$ cat src/clt_pkg.sv
// Shared types, codes and packet builders for the chunked line transfer receiver.
package clt_pkg;

  localparam int IDLE_POLL_LIMIT_DEF = 25;
  localparam int RESEND_INTERVAL_DEF = 5;
  localparam int IDLE_W = 5;
  localparam int OQ_DEPTH = 4;
  localparam int OQ_PTR_W = 2;
  localparam int OQ_CNT_W = 3;

  typedef enum logic [2:0] {
    EV_BEGIN  = 3'd0,
    EV_PACKET = 3'd1,
    EV_POLL   = 3'd2,
    EV_XPORT  = 3'd3,
    EV_TICK   = 3'd4
  } ev_t;

  typedef enum logic [2:0] {
    ST_OK      = 3'd0,
    ST_TIMEOUT = 3'd1,
    ST_XPORT   = 3'd2,
    ST_CANCEL  = 3'd3,
    ST_PROTO   = 3'd4,
    ST_INVALID = 3'd5
  } status_t;

  typedef enum logic [1:0] {
    PH_START = 2'd0,
    PH_VIEW  = 2'd1,
    PH_DATA  = 2'd2
  } phase_t;

  typedef enum logic [2:0] {
    REG_START_CODE  = 3'd0,
    REG_VIEW_CODE   = 3'd1,
    REG_DATA_CODE   = 3'd2,
    REG_END_CODE    = 3'd3,
    REG_CANCEL_CODE = 3'd4,
    REG_MAX_CHUNK   = 3'd5,
    REG_SEND_END    = 3'd6,
    REG_TIMEOUT     = 3'd7
  } reg_idx_t;

  localparam logic [2:0] LEN_NONE = 3'd0;
  localparam logic [2:0] LEN_DATA = 3'd4;
  localparam logic [2:0] LEN_VIEW = 3'd6;
  localparam logic [15:0] PKT_LEN_VIEW = 16'd6;
  localparam logic [15:0] PKT_LEN_HDR = 16'd4;

  typedef struct packed {
    logic [2:0]  req_type;
    logic [7:0]  pkt_type;
    logic [15:0] pkt_length;
    logic [31:0] pkt_word;
    logic [15:0] pkt_limit;
    logic [31:0] lines_stored;
    logic        lines_complete_ok;
  } in_t;

  typedef struct packed {
    logic        out_kind;
    logic [7:0]  send_type;
    logic [2:0]  send_length;
    logic [31:0] send_word;
    logic [15:0] send_limit;
    logic [2:0]  status;
    logic        last;
  } out_t;

  typedef struct packed {
    logic [7:0]  start_code;
    logic [7:0]  view_code;
    logic [7:0]  data_code;
    logic [7:0]  end_code;
    logic [7:0]  cancel_code;
    logic [15:0] max_chunk_bytes;
    logic        send_end_on_success;
    logic [15:0] timeout_ms;
  } cfg_t;

  typedef struct packed {
    logic [1:0] n;
    out_t       r0;
    out_t       r1;
  } push_t;

  function automatic out_t mk_pkt(logic [7:0] typ, logic [2:0] len, logic [31:0] word,
                                  logic [15:0] lim);
    out_t o;
    o = '0;
    o.send_type = typ;
    o.send_length = len;
    o.send_word = word;
    o.send_limit = lim;
    return o;
  endfunction

  function automatic out_t mk_stat(status_t st);
    out_t o;
    o = '0;
    o.out_kind = 1'b1;
    o.status = st;
    return o;
  endfunction

  function automatic push_t push_one(out_t a);
    push_t p;
    p = '0;
    p.n = 2'd1;
    p.r0 = a;
    p.r0.last = 1'b1;
    return p;
  endfunction

  function automatic push_t push_two(out_t a, out_t b);
    push_t p;
    p = '0;
    p.n = 2'd2;
    p.r0 = a;
    p.r1 = b;
    p.r1.last = 1'b1;
    return p;
  endfunction

  function automatic push_t fail_push(cfg_t c, status_t st);
    return push_two(mk_pkt(c.cancel_code, LEN_NONE, '0, '0), mk_stat(st));
  endfunction

  function automatic push_t succeed_push(cfg_t c, logic complete);
    push_t p;
    if (!complete) begin
      p = fail_push(c, ST_INVALID);
    end else if (c.send_end_on_success) begin
      p = push_two(mk_pkt(c.end_code, LEN_NONE, '0, '0), mk_stat(ST_OK));
    end else begin
      p = push_one(mk_stat(ST_OK));
    end
    return p;
  endfunction

  function automatic out_t req_pkt(cfg_t c, phase_t ph, logic [31:0] line);
    out_t o;
    unique case (ph)
      PH_START: o = mk_pkt(c.start_code, LEN_NONE, '0, '0);
      PH_VIEW:  o = mk_pkt(c.view_code, LEN_VIEW, '0, c.max_chunk_bytes);
      default:  o = mk_pkt(c.data_code, LEN_DATA, line, '0);
    endcase
    return o;
  endfunction

endpackage

$ cat src/clt_cfg.sv
// Configuration register file with write port.
module clt_cfg (
  input  logic        clk,
  input  logic        rst,
  input  logic        cfg_valid,
  output logic        cfg_ready,
  input  logic [2:0]  cfg_index,
  input  logic [15:0] cfg_data,
  output clt_pkg::cfg_t cfg
);
  import clt_pkg::*;

  assign cfg_ready = 1'b1;

  always_ff @(posedge clk) begin
    if (rst) begin
      cfg.start_code <= 8'd1;
      cfg.view_code <= 8'd2;
      cfg.data_code <= 8'd3;
      cfg.end_code <= 8'd4;
      cfg.cancel_code <= 8'd5;
      cfg.max_chunk_bytes <= 16'd512;
      cfg.send_end_on_success <= 1'b1;
      cfg.timeout_ms <= 16'd2500;
    end else if (cfg_valid && cfg_ready) begin
      unique case (reg_idx_t'(cfg_index))
        REG_START_CODE:  cfg.start_code <= cfg_data[7:0];
        REG_VIEW_CODE:   cfg.view_code <= cfg_data[7:0];
        REG_DATA_CODE:   cfg.data_code <= cfg_data[7:0];
        REG_END_CODE:    cfg.end_code <= cfg_data[7:0];
        REG_CANCEL_CODE: cfg.cancel_code <= cfg_data[7:0];
        REG_MAX_CHUNK:   cfg.max_chunk_bytes <= cfg_data;
        REG_SEND_END:    cfg.send_end_on_success <= cfg_data[0];
        REG_TIMEOUT:     cfg.timeout_ms <= cfg_data;
        default: ;
      endcase
    end
  end

endmodule

$ cat src/clt_core.sv
// Input register, transfer state and per-event result logic.
module clt_core #(
  parameter int IDLE_POLL_LIMIT = clt_pkg::IDLE_POLL_LIMIT_DEF,
  parameter int RESEND_INTERVAL = clt_pkg::RESEND_INTERVAL_DEF
) (
  input  logic           clk,
  input  logic           rst,
  input  logic           req_valid,
  output logic           req_stall,
  input  clt_pkg::in_t   req,
  input  clt_pkg::cfg_t  cfg,
  input  logic           space2,
  output clt_pkg::push_t push
);
  import clt_pkg::*;

  localparam int PW = $clog2(RESEND_INTERVAL + 1);

  in_t              in_reg;
  logic             in_full;
  logic             process;

  logic             active, active_next;
  phase_t           phase, phase_next;
  logic [31:0]      line_count, line_count_next;
  logic [31:0]      req_line, req_line_next;
  logic [15:0]      chunk_limit, chunk_limit_next;
  logic [IDLE_W-1:0] idle_polls, idle_polls_next;
  logic [PW-1:0]    poll_phase, poll_phase_next;
  logic [15:0]      elapsed_ms, elapsed_ms_next;
  push_t            res;

  logic             code_hit;
  logic [15:0]      lim_eff;
  logic [16:0]      len_max;
  logic [31:0]      done_lines;
  logic [31:0]      remain;
  logic [31:0]      end_line;
  logic [IDLE_W:0]  poll_cnt;
  logic [15:0]      elapsed_inc;

  assign process = in_full && space2;
  assign req_stall = in_full && !space2;

  always_ff @(posedge clk) begin
    if (rst) begin
      in_full <= 1'b0;
    end else if (req_valid && !req_stall) begin
      in_full <= 1'b1;
    end else if (process) begin
      in_full <= 1'b0;
    end
  end

  always_ff @(posedge clk) begin
    if (req_valid && !req_stall) begin
      in_reg <= req;
    end
  end

  assign code_hit = (in_reg.pkt_type == cfg.start_code) || (in_reg.pkt_type == cfg.view_code) ||
                    (in_reg.pkt_type == cfg.data_code) || (in_reg.pkt_type == cfg.end_code) ||
                    (in_reg.pkt_type == cfg.cancel_code);
  assign lim_eff = (in_reg.pkt_length == PKT_LEN_VIEW) ? in_reg.pkt_limit : 16'd0;
  assign len_max = {1'b0, chunk_limit} + 17'd4;
  assign done_lines = req_line - 32'd1;
  assign remain = line_count - done_lines;
  assign end_line = done_lines + in_reg.lines_stored;
  assign poll_cnt = {1'b0, idle_polls} + {{IDLE_W{1'b0}}, 1'b1};
  assign elapsed_inc = (elapsed_ms != 16'hFFFF) ? elapsed_ms + 16'd1 : elapsed_ms;

  always_comb begin
    active_next = active;
    phase_next = phase;
    line_count_next = line_count;
    req_line_next = req_line;
    chunk_limit_next = chunk_limit;
    idle_polls_next = idle_polls;
    poll_phase_next = poll_phase;
    elapsed_ms_next = elapsed_ms;
    res = '0;
    if (process) begin
      case (in_reg.req_type)
        EV_BEGIN: begin
          active_next = 1'b1;
          phase_next = PH_START;
          line_count_next = '0;
          req_line_next = 32'd1;
          chunk_limit_next = '0;
          idle_polls_next = '0;
          poll_phase_next = '0;
          elapsed_ms_next = '0;
          res = push_one(req_pkt(cfg, PH_START, 32'd1));
        end
        EV_PACKET: begin
          if (active && code_hit) begin
            idle_polls_next = '0;
            poll_phase_next = '0;
            if (in_reg.pkt_type == cfg.cancel_code) begin
              res = push_two(mk_pkt(cfg.end_code, LEN_NONE, '0, '0), mk_stat(ST_CANCEL));
            end else begin
              unique case (phase)
                PH_START: begin
                  if (in_reg.pkt_type != cfg.start_code || in_reg.pkt_length != '0) begin
                    res = fail_push(cfg, ST_PROTO);
                  end else begin
                    phase_next = PH_VIEW;
                    res = push_one(req_pkt(cfg, PH_VIEW, req_line));
                  end
                end
                PH_VIEW: begin
                  if (in_reg.pkt_type != cfg.view_code || in_reg.pkt_length != PKT_LEN_VIEW ||
                      lim_eff == '0 || lim_eff > cfg.max_chunk_bytes) begin
                    res = fail_push(cfg, ST_PROTO);
                  end else begin
                    chunk_limit_next = lim_eff;
                    line_count_next = in_reg.pkt_word;
                    if (in_reg.pkt_word == '0) begin
                      res = succeed_push(cfg, in_reg.lines_complete_ok);
                    end else begin
                      phase_next = PH_DATA;
                      res = push_one(req_pkt(cfg, PH_DATA, req_line));
                    end
                  end
                end
                default: begin
                  if (in_reg.pkt_type == cfg.end_code) begin
                    res = fail_push(cfg, ST_PROTO);
                  end else if (in_reg.pkt_type != cfg.data_code ||
                               in_reg.pkt_length <= PKT_LEN_HDR ||
                               {1'b0, in_reg.pkt_length} > len_max) begin
                    res = fail_push(cfg, ST_PROTO);
                  end else if (in_reg.pkt_word != req_line) begin
                    res = fail_push(cfg, ST_PROTO);
                  end else if (in_reg.lines_stored == '0) begin
                    res = fail_push(cfg, ST_INVALID);
                  end else if (in_reg.lines_stored > remain) begin
                    res = fail_push(cfg, ST_PROTO);
                  end else if (end_line == line_count) begin
                    res = succeed_push(cfg, in_reg.lines_complete_ok);
                  end else begin
                    req_line_next = end_line + 32'd1;
                    res = push_one(req_pkt(cfg, PH_DATA, end_line + 32'd1));
                  end
                end
              endcase
            end
          end
        end
        EV_POLL: begin
          if (active) begin
            idle_polls_next = poll_cnt[IDLE_W-1:0];
            if (poll_cnt > (IDLE_W + 1)'(IDLE_POLL_LIMIT)) begin
              res = fail_push(cfg, ST_TIMEOUT);
            end else if (poll_phase == PW'(RESEND_INTERVAL - 1)) begin
              poll_phase_next = '0;
              res = push_one(req_pkt(cfg, phase, req_line));
            end else begin
              poll_phase_next = poll_phase + PW'(1);
            end
          end
        end
        EV_XPORT: begin
          if (active) begin
            res = fail_push(cfg, ST_XPORT);
          end
        end
        EV_TICK: begin
          if (active) begin
            elapsed_ms_next = elapsed_inc;
            if (elapsed_inc >= cfg.timeout_ms) begin
              res = fail_push(cfg, ST_TIMEOUT);
            end
          end
        end
        default: ;
      endcase
      if (res.n == 2'd2 || (res.n == 2'd1 && res.r0.out_kind)) begin
        active_next = 1'b0;
      end
    end
  end

  assign push = res;

  always_ff @(posedge clk) begin
    if (rst) begin
      active <= 1'b0;
      phase <= PH_START;
      line_count <= '0;
      req_line <= 32'd1;
      chunk_limit <= '0;
      idle_polls <= '0;
      poll_phase <= '0;
      elapsed_ms <= '0;
    end else begin
      active <= active_next;
      phase <= phase_next;
      line_count <= line_count_next;
      req_line <= req_line_next;
      chunk_limit <= chunk_limit_next;
      idle_polls <= idle_polls_next;
      poll_phase <= poll_phase_next;
      elapsed_ms <= elapsed_ms_next;
    end
  end

endmodule

$ cat src/clt_outq.sv
// Result queue taking up to two words per cycle and giving one while rsp_stall is low.
module clt_outq (
  input  logic           clk,
  input  logic           rst,
  input  clt_pkg::push_t push,
  output logic           space2,
  output logic           rsp_valid,
  input  logic           rsp_stall,
  output clt_pkg::out_t  rsp
);
  import clt_pkg::*;

  out_t                mem [OQ_DEPTH];
  logic [OQ_PTR_W-1:0] wr_ptr;
  logic [OQ_PTR_W-1:0] rd_ptr;
  logic [OQ_CNT_W-1:0] count;
  logic                pop;

  assign rsp_valid = count != '0;
  assign rsp = mem[rd_ptr];
  assign pop = rsp_valid && !rsp_stall;
  assign space2 = count <= OQ_CNT_W'(OQ_DEPTH - 2);

  always_ff @(posedge clk) begin
    if (push.n != 2'd0) begin
      mem[wr_ptr] <= push.r0;
    end
    if (push.n == 2'd2) begin
      mem[wr_ptr + OQ_PTR_W'(1)] <= push.r1;
    end
  end

  always_ff @(posedge clk) begin
    if (rst) begin
      wr_ptr <= '0;
      rd_ptr <= '0;
      count <= '0;
    end else begin
      wr_ptr <= wr_ptr + OQ_PTR_W'(push.n);
      if (pop) begin
        rd_ptr <= rd_ptr + OQ_PTR_W'(1);
      end
      count <= count + OQ_CNT_W'(push.n) - OQ_CNT_W'(pop);
    end
  end

endmodule

$ cat src/chunked_line_transfer_receiver.sv
// Top level of the chunked line transfer receiver.
//
//   channel | direction | handshake          | word
//   req     | in        | req_valid/req_stall | event: type, packet header, store result
//   rsp     | out       | rsp_valid/rsp_stall | packet to send or final status
//   cfg     | in        | cfg_valid/cfg_ready | register index and data
//
// An event is taken into an input register and resolved once the queue has room for two
// words; its one or two result words enter a four-entry queue whose head drives rsp.
// One event per cycle is sustained while each gives one word and rsp_stall stays low; an
// event with two words needs two reads through the queue's single read port.
// Reset is synchronous; the queue and input register come out empty.
// req_stall rises when the input register holds an event and the queue lacks room for two words.
module chunked_line_transfer_receiver #(
  parameter int IDLE_POLL_LIMIT = clt_pkg::IDLE_POLL_LIMIT_DEF,
  parameter int RESEND_INTERVAL = clt_pkg::RESEND_INTERVAL_DEF
) (
  input  logic          clk,
  input  logic          rst,
  input  logic          req_valid,
  output logic          req_stall,
  input  clt_pkg::in_t  req,
  output logic          rsp_valid,
  input  logic          rsp_stall,
  output clt_pkg::out_t rsp,
  input  logic          cfg_valid,
  output logic          cfg_ready,
  input  logic [2:0]    cfg_index,
  input  logic [15:0]   cfg_data
);
  import clt_pkg::*;

  cfg_t  cfg;
  push_t push;
  logic  space2;

  clt_cfg u_cfg (
    .clk       (clk),
    .rst       (rst),
    .cfg_valid (cfg_valid),
    .cfg_ready (cfg_ready),
    .cfg_index (cfg_index),
    .cfg_data  (cfg_data),
    .cfg       (cfg)
  );

  clt_core #(
    .IDLE_POLL_LIMIT (IDLE_POLL_LIMIT),
    .RESEND_INTERVAL (RESEND_INTERVAL)
  ) u_core (
    .clk       (clk),
    .rst       (rst),
    .req_valid (req_valid),
    .req_stall (req_stall),
    .req       (req),
    .cfg       (cfg),
    .space2    (space2),
    .push      (push)
  );

  clt_outq u_outq (
    .clk       (clk),
    .rst       (rst),
    .push      (push),
    .space2    (space2),
    .rsp_valid (rsp_valid),
    .rsp_stall (rsp_stall),
    .rsp       (rsp)
  );

endmodule
$ cat config.mk
export PLATFORM = sky130hd
export DESIGN_NAME = chunked_line_transfer_receiver
export DESIGN_NICKNAME = d
export VERILOG_FILES = /design/src/clt_pkg.sv /design/src/clt_cfg.sv /design/src/clt_core.sv /design/src/clt_outq.sv /design/src/chunked_line_transfer_receiver.sv
export SDC_FILE = /design/constraint.sdc
export NUM_CORES = 1
export LEC_CHECK = 0
export BUFFER_PORTS_ARGS = -buffer_cell sky130_fd_sc_hd__buf_2
export CORE_MARGIN = 2
export CORE_UTILIZATION = 35
export DETAILED_ROUTE_END_ITERATION = 8
export PLACE_DENSITY = 0.54
export RECOVER_POWER = 25
export SLEW_MARGIN = 30
export SYNTH_ARGS = -nofsm -noshare
export SYNTH_HDL_FRONTEND = slang
export SYNTH_SLANG_ARGS = --single-unit
$ cat constraint.sdc
create_clock -name clk -period 16.2 [get_ports clk]
set_clock_uncertainty 0.1 [all_clocks]
set_input_delay 0 -clock clk [delete_from_list [all_inputs] [get_ports clk]]
set_output_delay 0 -clock clk [all_outputs]
set_load 0.02 [all_outputs]
==> results.json <==
{
  "status": "complete, but fails checks",
  "failed_checks": "capacitance limit, slew limit",
  "clk_path_buf_depth": 3,
  "synth_seq_cells": 550,
  "p_leak_uw": 0.0142,
  "cts_sinks": 550,
  "fin_tns_setup_ns": 0,
  "cts_root_buffer": "clkbuf_16",
  "synthToLayoutAreaGrowth_pct": 20.4,
  "cpPeakStageDelay_ns": 0.64,
  "cts_setup_buffers": 0,
  "grt_max_degree": 75,
  "drtIter0Drc": 2711,
  "wirelength_um": 110000,
  "synthSimpleGateAreaFrac_pct": 19.8,
  "synthMuxAreaShare_pct": 5.42,
  "finalSetupViolations": 0,
  "synth-warning-count": 0,
  "start_kind": "flip-flop",
  "htreeDepth": 3,
  "antenna_cells": 0,
  "place.gp.congestion": 0.949,
  "p_total_uw": 3480,
  "crit_path_end_kind": "flip-flop",
  "track_usage_pct": 23.0,
  "grt_pass1_vias": 27380,
  "ys_types": 103,
  "synth_top_family_by_area": "simple AND/OR/NAND/NOR gates",
  "max_freq_ghz": 0.107,
  "insertion_delay_ns": 0.63,
  "synth_area_leaders": "dfxtp_1 27%, edfxtp_1 12%, ha_1 6.1%, nand2_1 5.6%, mux4_2 4.5%",
  "ant_nets": 0,
  "ys.flop_type": "dfxtp_1",
  "largest_register_ffs": 252,
  "layout-drive-gt1-share_pct": 11.9,
  "die_w_um": 306,
  "hold_path_class": "input pin to flip-flop",
  "yosys.area_share.adder_pct": 6.24,
  "fin_crit_ns": 9.32,
  "synth_xor_area_share_pct": 6.85,
  "fin_cells": 5135,
  "wl_per_cell_um": 21.5,
  "start_util_pct": 35.3,
  "die_h_um": 306,
  "num_vias": 28661,
  "cp.arrival_ns": 9.67,
  "core_sq_mm": 0.0901,
  "rsz0062_at_grt": "no",
  "tightestPinTransition_ns": 3.26,
  "synth_area_leader_cell": "dfxtp_1",
  "ys_seq_area_share_pct": 38.6,
  "die-area_sq_mm": 0.0934,
  "cts_buffers": 66,
  "hold_viol_final": 0,
  "cts_tree": "built",
  "period_share_pct": 57.5,
  "synth-edff-count": 128,
  "synth-compound-area-share_pct": 18.7,
  "power_density_mw_per_mm2": 90.8,
  "dp.cells": 4777,
  "maxCapViolations": 3,
  "max_slew_margin_pct": -117,
  "antenna_found_initial": 1,
  "synthArstFlopShare_pct": 0,
  "ios": 199,
  "ctsResizeCount": 0,
  "ir_drop_mv": 0.0571,
  "slowest_stage": "a2111oi_0",
  "num_rows": 110,
  "slew_violations": 152,
  "synth_nets": 3873,
  "grt-ovfl-total": 0,
  "grt_pass1_wl_um": 167000,
  "drc": 0,
  "drtPass1Iterations": 6,
  "netlist_instances": 3584,
  "crit_type": "flip-flop to flip-flop",
  "fin_nets": 4198,
  "io_buffers": 196,
  "worstPathMaxFanout": 14,
  "hpwl_um": 79500,
  "required_ns": 16.55,
  "vias_per_cell": 5.58,
  "avgSynthCellArea_sq_um": 8.88,
  "synth_top_area_share_pct": 26.5,
  "syn-cell-area_sq_mm": 0.0318,
  "clk_transition_reported_paths_ns": 0.06
}
kinds of logic (layout without fill, tap and decap cells):
logic type               count (synthesis)  after routing
other                                    2              2
AO/OA/AOI/OAI                          895            895
flip-flops                             550            550
multiplexers                            93             93
adder cells (fa/ha/maj)                157            157
AND/OR/NAND/NOR                       1299           1299
XOR/XNOR                               238            238
buffers and inverters                  350            725
layout by cell type (no fill, tap or decap), types with 20 or more instances in the layout:
| cell | instances |
|---|---|
| a21o_1 | 55 |
| a21oi_1 | 257 |
| a22o_1 | 31 |
| a22oi_2 | 20 |
| a32o_1 | 32 |
| and2_1 | 46 |
| and3_1 | 21 |
| buf_2 | 186 |
| buf_4 | 42 |
| clkbuf_1 | 28 |
| clkbuf_16 | 67 |
| dfxtp_1 | 420 |
| dlygate4sd3_1 | 240 |
| edfxtp_1 | 128 |
| ha_1 | 154 |
| inv_1 | 127 |
| mux2i_1 | 25 |
| mux4_2 | 63 |
| nand2_1 | 472 |
| nand3_1 | 211 |
| nand3b_1 | 20 |
| nand4_1 | 55 |
| nor2_1 | 187 |
| nor2b_1 | 35 |
| nor3_1 | 70 |
| nor4_1 | 46 |
| o21a_1 | 22 |
| o21ai_0 | 212 |
| o21ai_1 | 29 |
| o2bb2ai_1 | 22 |
| or3_1 | 26 |
| xnor2_1 | 121 |
| xor2_1 | 110 |
layout make-up:
class | instances | area [sq um]
Clock inverter | 25 | 241
Clock buffer | 93 | 1860
Fill cell | 8879 | 51800
Inverter | 127 | 477
Tap cell | 1176 | 1470
Sequential cell | 550 | 12300
Multi-Input combinational cell | 2684 | 18300
Timing Repair Buffer | 480 | 3690
repair_timing:
action	in CTS	in global routing
hold buffers	240	0
hold endpoints to repair	210	0
endpoints found under the setup margin	0	0
cell usage after synthesis, drive strengths merged (8+ instances only):
library cell    n
o311ai          8
edfxtp        128
or4            14
dfxtp         422
a2bb2oi        11
a22oi          36
o211ai         12
nor3           72
a22o           31
nor4           50
nand3b         20
nand3         211
o21a           22
and3           21
a21oi         260
a211oi         17
nand2         473
o2bb2ai        22
nor2b          36
inv           127
clkbuf        180
a221oi         11
ha            154
mux4           63
buf            43
nand4          55
or3            26
a31oi          17
a32o           32
o21ai         246
xor2          110
a211o          11
mux2i          25
a2111oi         9
nor2          192
and4           18
and2           48
a21o           56
nor3b           9
xnor2         121
or2            16
nand2b         18
worst paths after layout:
path / startpoint / endpoint / slack [ns] / cells past startpoint
max: u_core.req_line[3] / u_outq.count[2] / 6.88 / 33
min: req[99] / u_core.in_reg[99] / 0.03 / 2
max reg2reg: u_core.req_line[3] / u_outq.count[2] / 6.88 / 33
min reg2reg: u_outq.mem[1][42] / u_outq.mem[1][42] / 0.34 / 2
report_power, final:
part / internal (uW) / switching, uW
clock network: 843 / 625
registers: 1450 / 68.3
logic: 220 / 277
routing by layer:
| metal | global-route usage [%] | up-vias | wire [um] |
|---|---|---|---|
| li1 | - | 13719 | - |
| met1 | 33.3 | 13814 | 52400 |
| met2 | 35.0 | 951 | 47800 |
| met3 | 3.79 | 177 | 7230 |
| met4 | 7.03 | 0 | 3040 |
| met5 | 0 | - | 0 |
worst max-delay path, delay by kind of cell (launching register included):
family / cells / cell delay, ns
AOI/OAI and AO/OA: 17 / 4.20
xor gates and xnor gates: 4 / 0.81
adders and majority gates: 4 / 1.44
buffers and inverters: 2 / 0.31
DFF: 1 / 0.40
and+or+nand+nor: 6 / 1.84
metrics by stage:
step	hold slack (ns)	utilization, %	instance area, sq um	setup slack [ns]
after floorplan	-0.00113	-	31800	8.08
after global placement	0.0780	37.5	33800	6.79
after detailed placement	0.0781	37.5	33800	7.05
after CTS	0.000272	42.5	38300	6.97
after global routing	0.0330	42.5	38300	6.24
final	0.0344	42.5	38300	6.88
No activity file was read; power rests on OpenSTA's default activity.
